===== config.mk =====
export PLATFORM = sky130hd
export DESIGN_NAME = particle_sensor_frame_parser_core
export DESIGN_NICKNAME = d
export VERILOG_FILES = /design/src/rtl/psfp_pkg.sv /design/src/rtl/psfp_in_stage.sv /design/src/rtl/psfp_frame.sv /design/src/rtl/psfp_rsp_reg.sv /design/src/rtl/particle_sensor_frame_parser_core.sv
export SDC_FILE = /design/constraint.sdc
export NUM_CORES = 1
export LEC_CHECK = 0
export ABC_AREA = 1
export BUFFER_PORTS_ARGS = -buffer_cell sky130_fd_sc_hd__buf_4
export CORE_ASPECT_RATIO = 2
export CORE_UTILIZATION = 40
export CTS_CLUSTER_SIZE = 10
export DETAILED_ROUTE_END_ITERATION = 10
export GPL_ROUTABILITY_DRIVEN = 0
export PLACE_DENSITY = 0.63
export REMOVE_ABC_BUFFERS = 1
export SYNTH_ARGS = -nofsm -noshare
export SYNTH_HDL_FRONTEND = slang
export SYNTH_SLANG_ARGS = --single-unit
export TNS_END_PERCENT = 20

===== constraint.sdc =====
create_clock -name clock -period 1.84 [get_ports clock]
set_input_delay 0.184 -clock clock [delete_from_list [all_inputs] [get_ports clock]]
set_output_delay 0.184 -clock clock [all_outputs]
set_load 0.01 [all_outputs]

===== src/rtl/psfp_pkg.sv =====
// shared constants, types and codes of the particle sensor frame parser
package psfp_pkg;

   // frame buffer length and checksum span, in bytes
   localparam int BUFFER_DEPTH = 64;
   localparam int SUM_SPAN     = 20;
   localparam int POS_W        = $clog2(BUFFER_DEPTH);

   // field widths
   localparam int BYTE_W  = 8;
   localparam int VALUE_W = 16;

   // item kind codes carried on tuser
   localparam logic KIND_DATA      = 1'b0;
   localparam logic KIND_BURST_END = 1'b1;

   // frame header bytes and positions of the reading
   localparam logic [BYTE_W-1:0] HDR0 = 8'h16;
   localparam logic [BYTE_W-1:0] HDR1 = 8'h11;
   localparam logic [BYTE_W-1:0] HDR2 = 8'h0B;
   localparam int POS_HDR0 = 0;
   localparam int POS_HDR1 = 1;
   localparam int POS_HDR2 = 2;
   localparam int POS_HI   = 5;
   localparam int POS_LO   = 6;

   // one input word as held in the input register
   typedef struct packed {
      logic              kind;
      logic [BYTE_W-1:0] rx_byte;
   } item_type;

   // outcome of checking a burst end against the frame state
   typedef struct packed {
      logic               hit;
      logic [VALUE_W-1:0] value;
   } check_type;

endpackage


===== src/rtl/psfp_in_stage.sv =====
// input register stage of the frame parser
module psfp_in_stage (
   input  logic                      clock,
   input  logic                      reset,
   input  logic                      req_tvalid,
   output logic                      req_tready,
   input  logic [7:0]                req_tdata,  // [7:0] rx_byte
   input  logic                      req_tuser,  // [0] kind
   input  logic                      advance,
   output logic                      item_valid,
   output psfp_pkg::item_type        item
);

   logic               valid_ff;
   logic               valid_in;
   psfp_pkg::item_type item_ff;
   logic               accept;

   // free when empty or when the held word moves on this cycle
   assign req_tready = !valid_ff || advance;
   assign accept     = req_tvalid && req_tready;

   always_comb begin
      valid_in = valid_ff;
      if (accept) begin
         valid_in = 1'b1;
      end else if (advance) begin
         valid_in = 1'b0;
      end
   end

   always_ff @(posedge clock) begin
      if (reset) begin
         valid_ff <= 1'b0;
      end else begin
         valid_ff <= valid_in;
      end
   end

   // payload, no reset
   always_ff @(posedge clock) begin
      if (accept) begin
         item_ff.kind    <= req_tuser;
         item_ff.rx_byte <= req_tdata;
      end
   end

   assign item_valid = valid_ff;
   assign item       = item_ff;

endmodule


===== src/rtl/psfp_frame.sv =====
// frame state: byte position, captured bytes, running sum and frame check
module psfp_frame (
   input  logic                 clock,
   input  logic                 reset,
   input  logic                 step,
   input  psfp_pkg::item_type   item,
   output psfp_pkg::check_type  check
);

   localparam int PW = psfp_pkg::POS_W;
   localparam int BW = psfp_pkg::BYTE_W;

   logic [PW-1:0] pos_ff, pos_in;
   logic [BW-1:0] hdr0_ff, hdr0_in;
   logic [BW-1:0] hdr1_ff, hdr1_in;
   logic [BW-1:0] hdr2_ff, hdr2_in;
   logic [BW-1:0] hi_ff, hi_in;
   logic [BW-1:0] lo_ff, lo_in;
   logic [BW-1:0] sum_ff, sum_in;
   logic          in_span;
   logic          last_pos;

   assign in_span  = {1'b0, pos_ff} < (PW+1)'(psfp_pkg::SUM_SPAN);
   assign last_pos = pos_ff == PW'(psfp_pkg::BUFFER_DEPTH - 1);

   // frame check on the current state
   assign check.hit = (hdr0_ff == psfp_pkg::HDR0) && (hdr1_ff == psfp_pkg::HDR1) &&
                      (hdr2_ff == psfp_pkg::HDR2) && (sum_ff == '0);
   assign check.value = {hi_ff, lo_ff};

   // next state for one word
   always_comb begin
      pos_in  = pos_ff;
      hdr0_in = hdr0_ff;
      hdr1_in = hdr1_ff;
      hdr2_in = hdr2_ff;
      hi_in   = hi_ff;
      lo_in   = lo_ff;
      sum_in  = sum_ff;
      if (step) begin
         if (item.kind == psfp_pkg::KIND_BURST_END || last_pos) begin
            // burst end or buffer full: start a fresh frame
            pos_in  = '0;
            hdr0_in = '0;
            hdr1_in = '0;
            hdr2_in = '0;
            hi_in   = '0;
            lo_in   = '0;
            sum_in  = '0;
         end else begin
            if (pos_ff == PW'(psfp_pkg::POS_HDR0)) hdr0_in = item.rx_byte;
            if (pos_ff == PW'(psfp_pkg::POS_HDR1)) hdr1_in = item.rx_byte;
            if (pos_ff == PW'(psfp_pkg::POS_HDR2)) hdr2_in = item.rx_byte;
            if (pos_ff == PW'(psfp_pkg::POS_HI))   hi_in   = item.rx_byte;
            if (pos_ff == PW'(psfp_pkg::POS_LO))   lo_in   = item.rx_byte;
            if (in_span) sum_in = sum_ff + item.rx_byte;
            pos_in = pos_ff + PW'(1);
         end
      end
   end

   always_ff @(posedge clock) begin
      if (reset) begin
         pos_ff  <= '0;
         hdr0_ff <= '0;
         hdr1_ff <= '0;
         hdr2_ff <= '0;
         hi_ff   <= '0;
         lo_ff   <= '0;
         sum_ff  <= '0;
      end else begin
         pos_ff  <= pos_in;
         hdr0_ff <= hdr0_in;
         hdr1_ff <= hdr1_in;
         hdr2_ff <= hdr2_in;
         hi_ff   <= hi_in;
         lo_ff   <= lo_in;
         sum_ff  <= sum_in;
      end
   end

endmodule


===== src/rtl/psfp_rsp_reg.sv =====
// result register of the frame parser
module psfp_rsp_reg (
   input  logic                         clock,
   input  logic                         reset,
   input  logic                         load,
   input  logic [psfp_pkg::VALUE_W-1:0] value,
   output logic                         free,
   output logic                         rsp_tvalid,
   input  logic                         rsp_tready,
   output logic [15:0]                  rsp_tdata   // [15:0] pm25_value
);

   logic                         valid_ff, valid_in;
   logic [psfp_pkg::VALUE_W-1:0] data_ff;

   // room when empty or when the held word leaves this cycle
   assign free = !valid_ff || rsp_tready;

   always_comb begin
      valid_in = valid_ff;
      if (load) begin
         valid_in = 1'b1;
      end else if (rsp_tready) begin
         valid_in = 1'b0;
      end
   end

   always_ff @(posedge clock) begin
      if (reset) begin
         valid_ff <= 1'b0;
      end else begin
         valid_ff <= valid_in;
      end
   end

   always_ff @(posedge clock) begin
      if (load) begin
         data_ff <= value;
      end
   end

   assign rsp_tvalid = valid_ff;
   assign rsp_tdata  = data_ff;

endmodule


===== src/rtl/particle_sensor_frame_parser_core.sv =====
// top level of the particle sensor frame parser
// Each word on the request side is a received sensor byte (tuser low) or a
// burst-end marker (tuser high). Bytes are counted into a 64-byte frame
// buffer; bytes 0 to 2 are the header, bytes 5 and 6 the PM2.5 reading, and
// an 8-bit wrapping sum covers bytes 0 to 19. A burst end whose header reads
// 16 11 0B and whose sum is zero yields one response word with the reading
// (byte 5 high, byte 6 low); every burst end, and a full buffer, restarts the
// frame. One word is taken per clock while no stall holds: a word goes through
// an input register, the frame update and check, and a response register, so
// a result is offered on the response side once its burst end has moved on
// from the input register. Backpressure on the response side stalls the
// request side only while a result waits to be taken.
module particle_sensor_frame_parser_core (
   input  logic        clock,
   input  logic        reset,
   input  logic        req_tvalid,
   output logic        req_tready,
   input  logic [7:0]  req_tdata,   // [7:0] rx_byte
   input  logic        req_tuser,   // [0] kind
   output logic        rsp_tvalid,
   input  logic        rsp_tready,
   output logic [15:0] rsp_tdata    // [15:0] pm25_value
);

   logic                item_valid;
   psfp_pkg::item_type  item;
   psfp_pkg::check_type check;
   logic                out_free;
   logic                emit;
   logic                advance;

   psfp_in_stage u_in (
      .clock      (clock),
      .reset      (reset),
      .req_tvalid (req_tvalid),
      .req_tready (req_tready),
      .req_tdata  (req_tdata),
      .req_tuser  (req_tuser),
      .advance    (advance),
      .item_valid (item_valid),
      .item       (item)
   );

   // a burst end with a good frame needs room in the response register
   assign emit    = item_valid && (item.kind == psfp_pkg::KIND_BURST_END) && check.hit;
   assign advance = item_valid && (!emit || out_free);

   psfp_frame u_frame (
      .clock (clock),
      .reset (reset),
      .step  (advance),
      .item  (item),
      .check (check)
   );

   psfp_rsp_reg u_rsp (
      .clock      (clock),
      .reset      (reset),
      .load       (emit && advance),
      .value      (check.value),
      .free       (out_free),
      .rsp_tvalid (rsp_tvalid),
      .rsp_tready (rsp_tready),
      .rsp_tdata  (rsp_tdata)
   );

   // a good burst end always lands in the response register
   a_emit_lands: assert property (@(posedge clock) disable iff (reset)
      (emit && advance) |=> rsp_tvalid)
      else $error("accepted result did not reach the response register");

   // a new response only follows a burst end that moved on
   a_rsp_source: assert property (@(posedge clock) disable iff (reset)
      (rsp_tvalid && !$past(rsp_tvalid)) |->
         $past(advance && item.kind == psfp_pkg::KIND_BURST_END))
      else $error("response without a burst end");

   // an empty input register never backpressures
   a_in_ready: assert property (@(posedge clock) disable iff (reset)
      !item_valid |-> req_tready)
      else $error("request side stalled while input register empty");

endmodule

; Word-level counts from Yosys, hierarchy flattened
; Cells that the tools add are included.
[word_totals]
rom_bits = 0
output_inout_bits = 18
mem_count = 0
ff_bits = 81
inputBits = 13
mem_bits_rw = 0
latch_bits = 0
[op_classes]
n_reduce_logical = 31
muxes = 17
div = 0
order_cmp = 1
n_eq_ne = 8
addsub = 2
bitwise_logic = 0
n_shift = 0
n_mul = 0
[op_table]
columns = operator, n
row1 = 8-bit two-way mux, 12
row2 = "8-bit by 5-bit == test with 1-bit output, second input constant", 2
row3 = 2-bit nonzero test, 8
row4 = "6-bit by 3-bit == test with 1-bit output, second input constant", 2
row5 = 2-bit AND reduction, 6
row6 = 8-bit adder, 1
row7 = "8-bit by 4-bit == test with 1-bit output, second input constant", 1
row8 = 1-bit logical AND, 8
row9 = 8-bit zero test, 1
row10 = "6-bit by 1-bit adder with 6-bit output, second input constant", 1
row11 = "6-bit by 1-bit == test with 1-bit output, second input constant", 1
row12 = "6-bit by 2-bit == test with 1-bit output, second input constant", 1
row13 = "6-bit == test, second input constant", 1
row14 = 6-bit zero test, 1
row15 = "6-bit by 5-bit less-than comparator with 1-bit output, second input constant", 1
row16 = 6-bit two-way mux, 1
row17 = 1-bit logical OR, 4
row18 = 1-bit two-way mux, 4
row19 = 1-bit zero test, 3

; Longest topological paths before layout
[depth]
ltp_word = 11
depth_mapped = 12
depth_no_buf = 12

; Cells and area by module
; A second synthesis with hierarchy kept.
[hier_totals]
cells_unflattened = 393
hier_area_um2 = 3384.5
[modules_own_cells]
columns = module, area_per_inst_um2, n_inst, seq_area_each_um2, cells_per_inst
row1 = psfp_frame, 2518.7, 1, 1081.0, 351
row2 = psfp_rsp_reg, 523.0, 1, 500.5, 21
row3 = psfp_in_stage, 317.8, 1, 290.3, 15
row4 = particle_sensor_frame_parser_core, 25.0, 1, 0.0, 6

; Worst setup path after synthesis
; OpenSTA, ideal clock, no wires.
[synth_path]
path_type = register to register
startpoint = register u_in.item_ff (netlist bit u_in.item[8])
endpoint = register u_rsp.data_ff (netlist bit u_rsp.rsp_tdata[0]) (enable)
t_arrival_ps = 1378
slack_ps = 98
period_less_slack_ps = 1742
required_time_ps = 1476
stages_incl_launch_ff = 10
path_cell_list = edfxtp_1 -> inv_1 -> nor2_2 -> nand3_1 -> nor2_1 -> nand4_4 -> nand2_2 -> inv_2 -> nand2_1 -> inv_1
[synth_between]
elab_chain_cells = 6
[synth_lines]
columns = element, line_no
row1 = "start, declared", psfp_in_stage.sv:16  ; psfp_pkg::item_type item_ff;
row2 = 1-bit logical AND * (2 in a row), particle_sensor_frame_parser_core.sv:45  ; assign emit = item_valid && (item.kind == psfp_pkg::KIND_BURST_END) && check.hit;
row3 = 1-bit zero test, particle_sensor_frame_parser_core.sv:46  ; assign advance = item_valid && (!emit || out_free);
row4 = 1-bit logical OR, particle_sensor_frame_parser_core.sv:46
row5 = 1-bit logical AND, particle_sensor_frame_parser_core.sv:46
row6 = 1-bit logical AND *, particle_sensor_frame_parser_core.sv:59  ; .load (emit && advance),
row7 = named net u_rsp.load, psfp_rsp_reg.sv:5  ; input logic load,
row8 = "end signal, assigned", psfp_rsp_reg.sv:38  ; data_ff <= value;
row9 = "end, declared", psfp_rsp_reg.sv:14  ; logic [psfp_pkg::VALUE_W-1:0] data_ff;
; The timed path passes the listed nets; every way through them passes the cells marked *.
; A chain may end at the register's enable or synchronous reset.

; Worst setup path after layout
[layout_path]
startpoint = register u_frame.hdr1_ff[2]
endpoint = output port req_tready
[layout_between]
elab_chain_cells = 9
[layout_lines]
columns = element, line_no
row1 = "start, declared", psfp_frame.sv:15  ; logic [BW-1:0] hdr1_ff, hdr1_in;
row2 = "start signal, assigned", psfp_frame.sv:74  ; hdr1_ff <= hdr1_in;
row3 = 8-bit by 5-bit == test with 1-bit output, psfp_frame.sv:27  ; assign check.hit = (hdr0_ff == psfp_pkg::HDR0) && (hdr1_ff == psfp_pkg::HDR1) &&
row4 = 1-bit logical AND (2 in a row), psfp_frame.sv:27
row5 = 1-bit logical AND, psfp_frame.sv:28  ; (hdr2_ff == psfp_pkg::HDR2) && (sum_ff == '0);
row6 = 1-bit logical AND, particle_sensor_frame_parser_core.sv:45
row7 = 1-bit zero test, particle_sensor_frame_parser_core.sv:46
row8 = 1-bit logical OR, particle_sensor_frame_parser_core.sv:46
row9 = 1-bit logical AND, particle_sensor_frame_parser_core.sv:46
row10 = 1-bit logical OR, psfp_in_stage.sv:20  ; assign req_tready = !valid_ff || advance;
row11 = "end, declared", particle_sensor_frame_parser_core.sv:17  ; output logic req_tready,
; Every way passes these cells.

==> metrics.md <==
| Metric | Value |
|---|---|
| Post-Route WL | `8870 um` |
| RSZ-0062 raised after global routing | `yes` |
| Final HPWL DP | `6580 um` |
| Worst reg2reg setup slack | `0.10 ns` |
| Starting Density | `40.8%` |
| Met3 global-route usage | `4.27%` |
| Pre-Repair DR Iteration Count | `7` |
| Reg clk slew, reported paths | `0.06 ns` |
| Most Crowded Layer GR | `met2` |
| DRC | `0` |
| Final worst slack | `0.0567 ns` |
| Pwr dens | `903 nW/um^2` |
| Status | `complete, no violations` |
| Fraction of layout instances using a drive strength above 1 | `18.2%` |
| Ys Warns | `0` |
| Vias in the first global route | `3,058` |
| DP Worst Slack | `0.0213 ns` |
| N_diodes | `0` |
| WP data arrival | `1.60 ns` |
| Worst Skew | `0.00771 ns` |
| Antenna Nets Post-Route | `0` |
| Final Max Slew Viols | `0` |
| Die ar. | `9920 sq um` |
| Seq/Total Area, Yosys | `49.2%` |
| Root buffer cell | `clkbuf_16` |
| Syn-to-layout area delta | `20.3%` |
| Global-route met2 utilization | `35.5%` |
| Slew @ Worst Pin | `0.541 ns` |
| Hold depth | `1` |
| Post-layout min period | `1.78 ns` |
| Total CTS buffers | `9` |
| Drt wl/cell | `14.6 um` |
| Max Cap Violations | `0` |
| FF-to-FF Start | `u_frame.hdr1_ff[2]$_SDFFE_PP0P_` |
| H-tree levels | `3` |
| Maximum clock insertion buffer count | `2` |
| Met1 Usage GRT | `17.5%` |
| Setup Fix Bufs, Post-CTS | `0` |
| Register bit count reported by yosys | `81` |
| Cell Rows | `50` |
| DR vias | `3,200` |
| Die X | `70.9 um` |
| Critical Path Start Type | `flop` |
| Final Hold Viols | `0` |
| Syn_area_per_cell | `8.23 sq um` |
| Worst Setup SP | `u_frame.hdr1_ff[2]$_SDFFE_PP0P_` |
| Placed cell area | `4190 sq um` |
| Ports | `31` |
| Req. time, crit path | `1.66 ns` |
| Yosys cell types | `29` |
| First-iteration detailed-routing DRC count | `196` |
| Syn Std Cell Area | `3800 sq um` |
| Worst skew pair latency | `0.34 ns` |
| Hold WS | `0.0169 ns` |
| R2R cell count | `10` |
| Largest net degree at the start of global routing | `52` |
| Port bufs | `30` |
| CTS tree | `built` |
| Tot Pwr | `4130 uW` |
| Fillers | `903` |
| Final setup vio count | `0` |
| Die Y | `140 um` |
| Worst Setup End Kind | `output port` |
| R2r endpoint | `u_rsp.rsp_tdata[8]$_DFFE_PP_` |
| Clock sink count | `81` |
| Post-Layout Inst Area | `4570 sq um` |
| Aggregate global-route resource usage | `18.9%` |
| Worst-path maximum fanout | `2` |
| Max IR drop VDD | `426 uV` |
| Relative slew slack | `63.9%` |
| HP Class | `in -> reg` |
| Setup CP Type | `reg -> out` |
| Final #Nets | `525` |
| Via density | `5.25` |
| Leakage | `0.00179 uW` |
| Final period utilization | `96.9%` |
| GR Overflow Total | `0` |
| Min-delay src | `req_tdata[6]` |
| CORE AREA | `9320 sq um` |
| First-pass GRT wire length | `14,200 um` |
| Initial antenna violation count | `0` |
| Post-synthesis cell count | `462` |
| CTS Hold Bufs | `0` |
| Worst Hold End | `u_in.item[6]$_DFFE_PP_` |
| FMAX | `0.561 GHz` |
==> state kept, by name (all words and copies together) (netlist names) <==
| name | flops |
|---|---|
| u_in.item | 9 |
| u_in.item_valid | 1 |
| u_frame.sum_ff | 8 |
| u_rsp.rsp_tvalid | 1 |
| u_frame.hdr2_ff | 8 |
| u_frame.hdr1_ff | 8 |
| u_rsp.rsp_tdata | 16 |
| u_frame.hdr0_ff | 8 |
| u_frame.hi_ff | 8 |
| u_frame.pos_ff | 6 |
| u_frame.lo_ff | 8 |
==> logic make-up after synthesis <==
logic type               count (synthesis)  synth area share [%]
buffers and inverters                   69                  8.00
flip-flops                              81                  49.2
AND/OR/NAND/NOR                        231                  28.5
adder cells (fa/ha/maj)                 12                  4.15
AO/OA/AOI/OAI                           64                  8.99
XOR/XNOR                                 5                  1.15
==> worst max-delay path, stage by stage (launching register included) <==
cell,delay (ns)
dfxtp_1,0.31
nor2_1,0.12
nand3_1,0.14
nor3_1,0.16
nand4_1,0.19
inv_1,0.12
nand2_1,0.05
buf_4,0.16
==> layout make-up <==
type                            instances  area (sq um)  area share, %
Clock inverter                          5          62.6           1.37
Timing Repair Buffer                   46           370           8.10
Multi-Input combinational cell        312          1700           37.1
Sequential cell                        81          1870           41.0
Inverter                               50           188           4.10
Clock buffer                           11           253           5.53
Tap cell                              104           130           2.85
==> cell usage after synthesis, drive strengths merged <==
cell    number  area (sq um)
a21boi       1          7.51
a21oi       59           310
buf         10          82.6
clkbuf       9          33.8
dfxtp       56          1120
edfxtp      25           751
fa           1          20.0
ha          11           138
inv         50           188
nand2      107           404
nand3       23           115
nand3b       1          7.51
nand4       49           322
nor2        44           193
nor3         4          20.0
nor3b        2          15.0
o21ai        4          23.8
or2          1          6.26
xnor2        3          26.3
xor2         2          17.5
==> power by group <==
group / leakage, uW / switching [uW] / internal [uW]
logic: 0.000980 / 246 / 130
registers: 0.000651 / 27.2 / 1870
clock network: 0.000156 / 721 / 1130
total: 0.00179 / 994 / 3130
==> layout by cell type, fill, tap and decap left out, drive strengths merged, types with 2 or more instances in the layout <==
cell type and instances:
nand4 49, nor3 4, clkbuf 11, edfxtp 25, clkinv 3, nand2 107
xnor2 3, buf 46, inv 51, xor2 2, nor3b 2, dfxtp 56
a21oi 59, nor2 44, ha 11, nand3 23, o21ai 4
==> per-stage QoR <==
| stage | instances | utilization, % | TNS, ns |
|---|---|---|---|
| 6_report | 609 | 49.1 | 0 |
| 5_1_grt | 609 | 49.1 | -0.0735 |
| 4_1_cts | 609 | 48.3 | 0 |
| 3_5_place_dp | 593 | 44.9 | 0 |
| 3_3_place_gp | 593 | 44.9 | 0 |
| 2_1_floorplan | 443 | - | -69.03 |
==> worst max path at each step <==
stage               depth (start not counted)  slack, ns                        endpoint
global route                                7      -0.04                      req_tready
detailed placement                          9       0.02  u_frame.sum_ff[2]$_SDFFE_PP0P_
finish                                      7       0.06                      req_tready
global placement                            9       0.06  u_frame.sum_ff[7]$_SDFFE_PP0P_
floorplan                                   9      -1.14    u_rsp.rsp_tdata[0]$_DFFE_PP_
CTS                                         9      0.003  u_frame.sum_ff[2]$_SDFFE_PP0P_
==> routing by layer <==
metal	share of wire [%]	vias up	routed length [um]
met5	0	-	0
met1	35	1462	3090
met3	3.5	22	314
met2	57	87	5060
met4	4.5	0	403
li1	-	1629	-
==> timing repair <==
action | 4_1_cts | 5_1_grt
endpoints found under the setup margin | 1 | 47
pin swaps | 0 | 2
gates resized for setup | 1 | 16
Power figures use the tool's default switching activity.
